## src/rtl/core/seen_address_detector_defines.svh

```systemverilog
// ----------------------------------------------------------------------------
// Seen address detector assertion macros
// Shared property wrappers, clocked on clk and held off while arst_n is low.
// ----------------------------------------------------------------------------
`ifndef SEEN_ADDRESS_DETECTOR_DEFINES_SVH
`define SEEN_ADDRESS_DETECTOR_DEFINES_SVH

// Require cons in the same cycle as ante
`define SAD_ASSERT_IMPL(name, ante, cons, msg) \
	name: assert property (@(posedge clk) disable iff (!arst_n) (ante) |-> (cons)) \
		else $error(msg);

// Require cons in the cycle after ante
`define SAD_ASSERT_NEXT(name, ante, cons, msg) \
	name: assert property (@(posedge clk) disable iff (!arst_n) (ante) |=> (cons)) \
		else $error(msg);

// Require expr to stay low
`define SAD_ASSERT_NEVER(name, expr, msg) \
	name: assert property (@(posedge clk) disable iff (!arst_n) !(expr)) \
		else $error(msg);

`endif

```

## src/rtl/core/sad_pkg.sv

```systemverilog
// ----------------------------------------------------------------------------
// Seen address detector package
// Item and result types, fixed widths and the table engine state encoding.
// ----------------------------------------------------------------------------
`default_nettype none

package sad_pkg;

	localparam int ADDR_W  = 32;
	// Bucket index is reduced one address nibble per front stage
	localparam int DIGIT_W = 4;
	localparam int DIGITS  = ADDR_W / DIGIT_W;
	// Walk generation tag kept with each bucket row
	localparam int EPOCH_W = 8;

	typedef struct packed {
		logic [ADDR_W-1:0] node_address;
		logic              new_walk;
	} sad_in_t;

	typedef struct packed {
		logic seen_before;
		logic table_full;
	} sad_out_t;

	typedef enum logic [1:0] {
		ST_SWEEP,
		ST_IDLE,
		ST_READ,
		ST_EVAL
	} sad_back_state_t;

endpackage

`default_nettype wire

```

## src/rtl/core/sad_front.sv

```systemverilog
// ----------------------------------------------------------------------------
// Seen address detector front end
// Accepts items and computes the bucket index (address mod BUCKETS), one
// address nibble per pipeline stage.
// ----------------------------------------------------------------------------
`default_nettype none

module sad_front #(
	parameter int BUCKETS = 11,
	parameter int BW      = 4
) (
	input  wire logic            clk,
	input  wire logic            arst_n,
	input  wire logic            push,
	input  wire sad_pkg::sad_in_t item,
	output logic                 full,
	input  wire logic            q_full,
	output logic                 q_push,
	output sad_pkg::sad_in_t     q_item,
	output logic [BW-1:0]        q_bucket
);
	import sad_pkg::*;

	localparam int XW = BW + DIGIT_W;

	// Shift in one nibble and bring the remainder back below BUCKETS
	function automatic logic [BW-1:0] mod_step(input logic [BW-1:0] r,
	                                           input logic [DIGIT_W-1:0] d);
		logic [XW-1:0] x;
		x = {r, d};
		for (int j = DIGIT_W - 1; j >= 0; j--) begin
			if (x >= (XW'(BUCKETS) << j)) begin
				x = x - (XW'(BUCKETS) << j);
			end
		end
		return x[BW-1:0];
	endfunction

	logic [DIGITS-1:0] vld_s;
	logic [BW-1:0]     rem_s  [DIGITS];
	sad_in_t           item_s [DIGITS];
	logic              adv;

	// Advance all stages together unless the last one is blocked
	assign adv      = !(vld_s[DIGITS-1] && q_full);
	assign full     = !adv;
	assign q_push   = vld_s[DIGITS-1] && !q_full;
	assign q_item   = item_s[DIGITS-1];
	assign q_bucket = rem_s[DIGITS-1];

	for (genvar k = 0; k < DIGITS; k++) begin : g_stage
		if (k == 0) begin : g_first
			always_ff @(posedge clk or negedge arst_n) begin
				if (!arst_n) begin
					vld_s[k] <= 1'b0;
				end else if (adv) begin
					vld_s[k] <= push;
				end
			end

			always_ff @(posedge clk) begin
				if (adv) begin
					item_s[k] <= item;
					rem_s[k]  <= mod_step('0,
						item.node_address[ADDR_W-1 -: DIGIT_W]);
				end
			end
		end else begin : g_next
			always_ff @(posedge clk or negedge arst_n) begin
				if (!arst_n) begin
					vld_s[k] <= 1'b0;
				end else if (adv) begin
					vld_s[k] <= vld_s[k-1];
				end
			end

			always_ff @(posedge clk) begin
				if (adv) begin
					item_s[k] <= item_s[k-1];
					rem_s[k]  <= mod_step(rem_s[k-1],
						item_s[k-1].node_address[ADDR_W-1-k*DIGIT_W -: DIGIT_W]);
				end
			end
		end
	end

endmodule

`default_nettype wire

```

## src/rtl/core/sad_queue.sv

```systemverilog
// ----------------------------------------------------------------------------
// Seen address detector decoupling queue
// Two-entry queue between the bucket front end and the table engine.
// ----------------------------------------------------------------------------
`default_nettype none

module sad_queue #(
	parameter int DATA_W = 8
) (
	input  wire logic              clk,
	input  wire logic              arst_n,
	input  wire logic              push,
	input  wire logic [DATA_W-1:0] push_data,
	output logic                   full,
	input  wire logic              pop,
	output logic [DATA_W-1:0]      pop_data,
	output logic                   empty
);
	logic [DATA_W-1:0] entry_q [2];
	logic              wr_ptr_q;
	logic              rd_ptr_q;
	logic [1:0]        count_q;
	logic              do_push;
	logic              do_pop;

	assign full     = (count_q == 2'd2);
	assign empty    = (count_q == 2'd0);
	assign do_push  = push && !full;
	assign do_pop   = pop && !empty;
	assign pop_data = entry_q[rd_ptr_q];

	// Track pointers and fill level
	always_ff @(posedge clk or negedge arst_n) begin
		if (!arst_n) begin
			wr_ptr_q <= 1'b0;
			rd_ptr_q <= 1'b0;
			count_q  <= 2'd0;
		end else begin
			if (do_push) begin
				wr_ptr_q <= !wr_ptr_q;
			end
			if (do_pop) begin
				rd_ptr_q <= !rd_ptr_q;
			end
			if (do_push && !do_pop) begin
				count_q <= count_q + 2'd1;
			end else if (do_pop && !do_push) begin
				count_q <= count_q - 2'd1;
			end
		end
	end

	// Store the pushed entry
	always_ff @(posedge clk) begin
		if (do_push) begin
			entry_q[wr_ptr_q] <= push_data;
		end
	end

endmodule

`default_nettype wire

```

## src/rtl/core/sad_back.sv

```systemverilog
// ----------------------------------------------------------------------------
// Seen address detector table engine
// Reads the bucket row, matches the address against its ways, stores a new
// address in the lowest free way and writes the row back.
// ----------------------------------------------------------------------------
`default_nettype none
`include "seen_address_detector_defines.svh"

module sad_back #(
	parameter int BUCKETS = 11,
	parameter int WAYS    = 4,
	parameter int BW      = 4
) (
	input  wire logic             clk,
	input  wire logic             arst_n,
	input  wire logic             q_empty,
	input  wire sad_pkg::sad_in_t q_item,
	input  wire logic [BW-1:0]    q_bucket,
	output logic                  q_pop,
	input  wire logic             pop,
	output logic                  empty,
	output sad_pkg::sad_out_t     result
);
	import sad_pkg::*;

	// Bucket rows: way tags, way valid mask, walk generation
	logic [WAYS*ADDR_W-1:0] tag_mem   [BUCKETS];
	logic [WAYS-1:0]        vmask_mem [BUCKETS];
	logic [EPOCH_W-1:0]     epoch_mem [BUCKETS];

	logic [WAYS*ADDR_W-1:0] rd_tags_q;
	logic [WAYS-1:0]        rd_vmask_q;
	logic [EPOCH_W-1:0]     rd_epoch_q;

	sad_back_state_t state_q, state_n;
	logic [BW-1:0]      sweep_idx_q, sweep_idx_n;
	logic               sweep_item_q, sweep_item_n;
	logic [EPOCH_W-1:0] epoch_q, epoch_n;
	logic [ADDR_W-1:0]  item_addr_q;
	logic [BW-1:0]      item_bucket_q;
	logic               out_valid_q;
	sad_out_t           out_q;

	logic                   take;
	logic                   rd_en;
	logic [BW-1:0]          rd_addr;
	logic                   we;
	logic [BW-1:0]          waddr;
	logic [WAYS*ADDR_W-1:0] wtags;
	logic [WAYS-1:0]        wvmask;
	logic [EPOCH_W-1:0]     wepoch;
	logic                   out_load;

	logic [WAYS-1:0] eff_valid;
	logic [WAYS-1:0] match;
	logic [WAYS-1:0] free_ways;
	logic [WAYS-1:0] store_mask;
	logic            hit;
	logic            full_flag;
	logic [WAYS*ADDR_W-1:0] new_tags;

	assign empty  = !out_valid_q;
	assign result = out_q;
	assign take   = (state_q == ST_IDLE) && !q_empty && (!out_valid_q || pop);

	// Match and pick the lowest free way of the row just read
	always_comb begin
		eff_valid = (rd_epoch_q == epoch_q) ? rd_vmask_q : '0;
		for (int w = 0; w < WAYS; w++) begin
			match[w] = eff_valid[w] && (rd_tags_q[w*ADDR_W +: ADDR_W] == item_addr_q);
		end
		hit        = |match;
		free_ways  = ~eff_valid;
		store_mask = hit ? '0 : (free_ways & (~free_ways + WAYS'(1)));
		full_flag  = !hit && (free_ways == '0);
		for (int w = 0; w < WAYS; w++) begin
			new_tags[w*ADDR_W +: ADDR_W] = store_mask[w] ? item_addr_q
				: rd_tags_q[w*ADDR_W +: ADDR_W];
		end
	end

	// Sequence sweep, read and evaluate steps
	always_comb begin
		state_n      = state_q;
		sweep_idx_n  = sweep_idx_q;
		sweep_item_n = sweep_item_q;
		epoch_n      = epoch_q;
		q_pop        = 1'b0;
		rd_en        = 1'b0;
		rd_addr      = item_bucket_q;
		we           = 1'b0;
		waddr        = item_bucket_q;
		wtags        = new_tags;
		wvmask       = eff_valid | store_mask;
		wepoch       = epoch_q;
		out_load     = 1'b0;
		unique case (state_q)
			ST_SWEEP: begin
				we     = 1'b1;
				waddr  = sweep_idx_q;
				wtags  = '0;
				wvmask = '0;
				wepoch = '0;
				if (sweep_idx_q == BW'(BUCKETS - 1)) begin
					state_n = sweep_item_q ? ST_READ : ST_IDLE;
				end else begin
					sweep_idx_n = sweep_idx_q + BW'(1);
				end
			end
			ST_IDLE: begin
				if (take) begin
					q_pop = 1'b1;
					if (q_item.new_walk && (epoch_q == '1)) begin
						// Generation wraps: clear every row first
						state_n      = ST_SWEEP;
						sweep_idx_n  = '0;
						sweep_item_n = 1'b1;
						epoch_n      = '0;
					end else begin
						rd_en   = 1'b1;
						rd_addr = q_bucket;
						epoch_n = epoch_q + EPOCH_W'(q_item.new_walk);
						state_n = ST_EVAL;
					end
				end
			end
			ST_READ: begin
				rd_en   = 1'b1;
				state_n = ST_EVAL;
			end
			ST_EVAL: begin
				we       = 1'b1;
				out_load = 1'b1;
				state_n  = ST_IDLE;
			end
			default: begin
				state_n = ST_IDLE;
			end
		endcase
	end

	// Hold control state
	always_ff @(posedge clk or negedge arst_n) begin
		if (!arst_n) begin
			state_q      <= ST_SWEEP;
			sweep_idx_q  <= '0;
			sweep_item_q <= 1'b0;
			epoch_q      <= '0;
		end else begin
			state_q      <= state_n;
			sweep_idx_q  <= sweep_idx_n;
			sweep_item_q <= sweep_item_n;
			epoch_q      <= epoch_n;
		end
	end

	// Capture the item taken from the queue
	always_ff @(posedge clk) begin
		if (take) begin
			item_addr_q   <= q_item.node_address;
			item_bucket_q <= q_bucket;
		end
	end

	// Bucket memory, registered read
	always_ff @(posedge clk) begin
		if (we) begin
			tag_mem[waddr]   <= wtags;
			vmask_mem[waddr] <= wvmask;
			epoch_mem[waddr] <= wepoch;
		end
		if (rd_en) begin
			rd_tags_q  <= tag_mem[rd_addr];
			rd_vmask_q <= vmask_mem[rd_addr];
			rd_epoch_q <= epoch_mem[rd_addr];
		end
	end

	// Hold the result until its transfer
	always_ff @(posedge clk or negedge arst_n) begin
		if (!arst_n) begin
			out_valid_q <= 1'b0;
		end else if (out_load) begin
			out_valid_q <= 1'b1;
		end else if (pop) begin
			out_valid_q <= 1'b0;
		end
	end

	always_ff @(posedge clk) begin
		if (out_load) begin
			out_q.seen_before <= hit;
			out_q.table_full  <= full_flag;
		end
	end

	`SAD_ASSERT_IMPL(a_eval_slot_free, state_q == ST_EVAL, !out_valid_q, "result slot busy at evaluation")
	`SAD_ASSERT_NEXT(a_eval_gives_result, state_q == ST_EVAL, out_valid_q && (state_q == ST_IDLE), "evaluation gave no result")
	`SAD_ASSERT_IMPL(a_read_after_sweep, state_q == ST_READ, $past(state_q) == ST_SWEEP, "held read without a sweep")
	`SAD_ASSERT_NEVER(a_store_conflict, (state_q == ST_EVAL) && (!$onehot0(store_mask) || (hit && full_flag)), "store mask or flags inconsistent")

endmodule

`default_nettype wire

```

## src/rtl/core/seen_address_detector.sv

```systemverilog
// ----------------------------------------------------------------------------
// Seen address detector
// Flags addresses repeated within one walk using a bucketed hash set.
// ----------------------------------------------------------------------------
// An item can enter every cycle in which full is low into an eight-stage front
// pipeline that reduces the address to its bucket (address mod BUCKETS), then
// waits in a two-entry queue for the table engine. The engine works on one
// item at a time: it first reads the bucket row, then compares the WAYS tags
// and writes the row back, and it never reads and writes the bucket memory
// in the same cycle. new_walk empties the set by stepping an eight-bit walk
// generation kept with each row. After reset, and on every 256th new walk,
// a clearing pass runs through every row of the bucket memory during which
// the engine takes no item.
// ----------------------------------------------------------------------------
`default_nettype none

module seen_address_detector #(
	parameter int BUCKETS = 11,
	parameter int WAYS    = 4
) (
	input  wire logic             clk,
	input  wire logic             arst_n,
	input  wire logic             push,
	input  wire sad_pkg::sad_in_t item,
	output logic                  full,
	output logic                  empty,
	input  wire logic             pop,
	output sad_pkg::sad_out_t     result
);
	import sad_pkg::*;

	localparam int BW     = $clog2(BUCKETS);
	localparam int QD_W   = $bits(sad_in_t) + BW;

	logic              fq_push;
	logic              fq_full;
	sad_in_t           fq_item;
	logic [BW-1:0]     fq_bucket;
	logic              qb_pop;
	logic              qb_empty;
	logic [QD_W-1:0]   qb_data;
	sad_in_t           qb_item;
	logic [BW-1:0]     qb_bucket;

	// Reduce addresses to buckets
	sad_front #(
		.BUCKETS (BUCKETS),
		.BW      (BW)
	) u_front (
		.clk      (clk),
		.arst_n   (arst_n),
		.push     (push),
		.item     (item),
		.full     (full),
		.q_full   (fq_full),
		.q_push   (fq_push),
		.q_item   (fq_item),
		.q_bucket (fq_bucket)
	);

	// Decouple the front end from the table engine
	sad_queue #(
		.DATA_W (QD_W)
	) u_queue (
		.clk       (clk),
		.arst_n    (arst_n),
		.push      (fq_push),
		.push_data ({fq_item, fq_bucket}),
		.full      (fq_full),
		.pop       (qb_pop),
		.pop_data  (qb_data),
		.empty     (qb_empty)
	);

	assign qb_item   = qb_data[QD_W-1:BW];
	assign qb_bucket = qb_data[BW-1:0];

	// Look up and update the seen set
	sad_back #(
		.BUCKETS (BUCKETS),
		.WAYS    (WAYS),
		.BW      (BW)
	) u_back (
		.clk      (clk),
		.arst_n   (arst_n),
		.q_empty  (qb_empty),
		.q_item   (qb_item),
		.q_bucket (qb_bucket),
		.q_pop    (qb_pop),
		.pop      (pop),
		.empty    (empty),
		.result   (result)
	);

endmodule

`default_nettype wire
```

## config.mk

```make
export PLATFORM = sky130hd
export DESIGN_NAME = seen_address_detector
export DESIGN_NICKNAME = d
export VERILOG_FILES = /design/src/rtl/core/sad_pkg.sv /design/src/rtl/core/sad_front.sv /design/src/rtl/core/sad_queue.sv /design/src/rtl/core/sad_back.sv /design/src/rtl/core/seen_address_detector.sv
export VERILOG_INCLUDE_DIRS = /design/src /design/src/rtl/core
export SDC_FILE = /design/constraint.sdc
export NUM_CORES = 2
export LEC_CHECK = 0
export ABC_AREA = 1
export BUFFER_PORTS_ARGS = -buffer_cell sky130_fd_sc_hd__buf_4
export CAP_MARGIN = 20
export CORE_MARGIN = 2
export CORE_UTILIZATION = 40
export CTS_BUF_LIST = sky130_fd_sc_hd__clkbuf_4
export DETAILED_ROUTE_END_ITERATION = 8
export GPL_TIMING_DRIVEN = 0
export PLACE_DENSITY = 0.55
export SLEW_MARGIN = 20
export SYNTH_ARGS = -nofsm -noshare
export SYNTH_HDL_FRONTEND = slang
export SYNTH_SLANG_ARGS = --single-unit
```

## constraint.sdc

```tcl
create_clock -name clk -period 12.6 [get_ports clk]
set_clock_uncertainty 0.1 [all_clocks]
set_input_delay 2.52 -clock clk [delete_from_list [all_inputs] [get_ports clk]]
set_output_delay 2.52 -clock clk [all_outputs]
set_load 0.1 [all_outputs]
```

==> results.ini <==
[clocking]
cts_tree = built
ctsHoldBuffers = 0
cts-htree-levels = 6
root_buffer = clkbuf_4
clock_latency_ns = 1.41
clock_path_buffers = 4
cts_buffers = 576
cts_resized = 0
cts.clk_slew.worst_paths_ns = 0.06
cts_sinks = 2116
cts_setup_buffers = 0

[sta]
finalHoldViolCount = 0
slew_viol_final = 0
tightest_slew_ns = 1.20
finalSetupViolCount = 0
slew_headroom_pct = 19.5
fin_crit_sh_pct = 42.8
fin_crit_ns = 5.39
rsz0062_at_grt = no
fmax_mhz = 185

[yosys]
synth_ff_type = edfxtp_1
syn_inst = 6737
synth_area_sq_um = 86500
synth.area.top_cells = edfxtp_1 72%, nand2_1 4.1%, o21ai_0 4.1%
yosys.area.top_type = edfxtp_1
synth-seq-area-share_pct = 73.3
synth_edf_count = 2088
synth_top_area_share_pct = 72.5
ys_warn_count = 0
synth_common_cells = 2,088 x edfxtp_1, 936 x nand2_1, 769 x nor2_1, 701 x o21ai_0, 325 x nand3_1
syn_area_per_cell_sq_um = 12.8
ys_ff_latch = 2116
yosysMostFrequentCell = edfxtp_1
synth_cell_type_count = 57
async_flop_share_pct = 1.32
syn_nets = 6812

[floorplan]
ioPinCount = 41
num_rows = 170
chipWidth_um = 469
start_util_pct = 40.3
die_h_um = 469
dieArea_sq_um = 220000
coreArea_sq_um = 215000

[placed_design]
io_buffers = 40
place_area_sq_um = 93200
gp_congestion = 0.847
hpwl_um = 164000

[global_routing]
grt-busiest-layer = met2
grt_overflow_total = 0
grt_pass1_vias = 56900
grt_util_met3_pct = 5.25
grtUsageMet1_pct = 30.0
antenna_found_initial = 12
grt_usage_pct = 22.5
grt_max_degree = 88
grt_first_pass_wirelength_um = 365000
use_met2_pct = 35.1

[routing]
drc = 0
antenna_left = 0
num_vias = 58400
wirelength_um = 250000
wire_per_inst_um = 23.4
avgViaCountPerCell = 5.46
drtIter0Drc = 5967
dr.pass1.iters = 6

[final_layout]
drive_above_1_share_pct = 18.4
final_cell_area_sq_um = 100000
num-nets-final = 7569
area_growth_pct = 15.9
final_util_pct = 46.7

[worst_hold_path]
hp-class = reg -> reg
hold_depth = 0

[critical_path]
rr_worst_depth = 15
crit_type = reg -> out
worstSetupEndpointType = output pin
path_max_fanout = 10
crit_path_start_kind = flip-flop
worstPathArrival_ns = 2.77
required_ns = 9.98

[run_status]
status = finished clean

[job]
cap_violations = 0

-- cell type report --
cell class	count	area [sq um]
diodes	9	22.5
plain buffers	398	1680
clock buffers	856	6430
clock inverters	87	544
fillers	19300	115000
inverters	230	870
multi-input cells	3993	20900
flip-flops and latches	2116	63400
well taps	2838	3550
repair buffers	179	2850
-- layout by cell type, fill, tap and decap left out, types with 41 or more instances in the layout --
cell type / instances
nand2_2: 66
nor3_2: 51
o221ai_1: 279
clkbuf_1: 257
buf_2: 114
o21ai_1: 210
nor2_1: 757
a21oi_1: 196
inv_1: 206
nand3_1: 325
a31oi_1: 49
o21ai_0: 701
buf_12: 41
clkbuf_4: 856
edfxtp_1: 2088
nand2_1: 936
buf_16: 48
clkinv_1: 55
xnor2_1: 108
buf_4: 85
-- metrics by stage --
| step | std cells | TNS, ns | setup slack (ns) | hold slack [ns] |
|---|---|---|---|---|
| global placement | 9615 | -5653.47 | -11.30 | 0.301 |
| detailed placement | 9754 | 0 | 6.07 | 0.305 |
| CTS | 10700 | 0 | 6.62 | 0.253 |
| global route | 10700 | 0 | 6.94 | 0.270 |
| floorplan | 6737 | 0 | 0.688 | 0.300 |
| finish | 10700 | 0 | 7.21 | 0.265 |
-- critical path, cell delays in order (launching register included) --
cell and delay [ns]:
dfrtp_1 0.42, nor3_2 0.59, buf_4 0.41
-- flip-flops by register name (all words and copies together) (netlist names) --
signal                flops
u_back.tag_mem         1408
u_front.item_s          264
u_back.rd_tags_q        128
u_back.epoch_mem         88
u_queue.entry_q          74
u_back.vmask_mem         44
u_back.item_addr_q       32
u_front.rem_s            32
u_back.epoch_q            8
u_back.rd_epoch_q         8
u_front.vld_s             8
u_back.item_bucket_q      4
u_back.rd_vmask_q         4
u_back.sweep_idx_q        4
u_back.result             2
u_back.state_q            2
u_queue.count_q           2
u_back.out_valid_q        1
u_back.sweep_item_q       1
u_queue.rd_ptr_q          1
u_queue.wr_ptr_q          1
-- per-layer routing --
metal / up-vias / wire, um
li1: 26600 / -
met1: 28600 / 102000
met2: 2750 / 115000
met3: 465 / 22900
met4: 2 / 10000
met5: - / 18
-- final timing paths --
| check | start | to | slack [ns] |
|---|---|---|---|
| min in group asynchronous | arst_n | u_back.epoch_q[1]$_DFFE_PN0P_ | 0.98 |
| setup reg to reg | u_back.state_q[0]$_DFFE_PN0P_ | u_back.tag_mem[3][89]$_DFFE_PP_ | 7.75 |
| setup / recovery | u_queue.count_q[0]$_DFFE_PN0P_ | full | 7.21 |
| max in group asynchronous | arst_n | u_back.sweep_idx_q[2]$_DFFE_PN0P_ | 11.04 |
| hold / removal | u_front.item_s[1][13]$_DFFE_PN_ | u_front.item_s[1][46]$_DFFE_PN_ | 0.26 |
| hold reg to reg | u_front.item_s[1][13]$_DFFE_PN_ | u_front.item_s[1][46]$_DFFE_PN_ | 0.26 |
-- kinds of logic (layout without fill, tap and decap cells) --
group | count (synthesis) | after routing | synth area share (%)
flops | 2116 | 2116 | 73.3
mux | 2 | 2 | 0.0231
fa+ha+maj | 38 | 38 | 0.550
other cells | 0 | 9 | 0
compound gates | 1475 | 1475 | 10.0
simple gates | 2338 | 2338 | 11.8
xor+xnor | 140 | 140 | 1.42
buf+inv | 628 | 1750 | 2.93
Power is left out: the tool's default activity adds up to more than one toggle a clock period on the data nets, which glitch-free logic cannot reach.
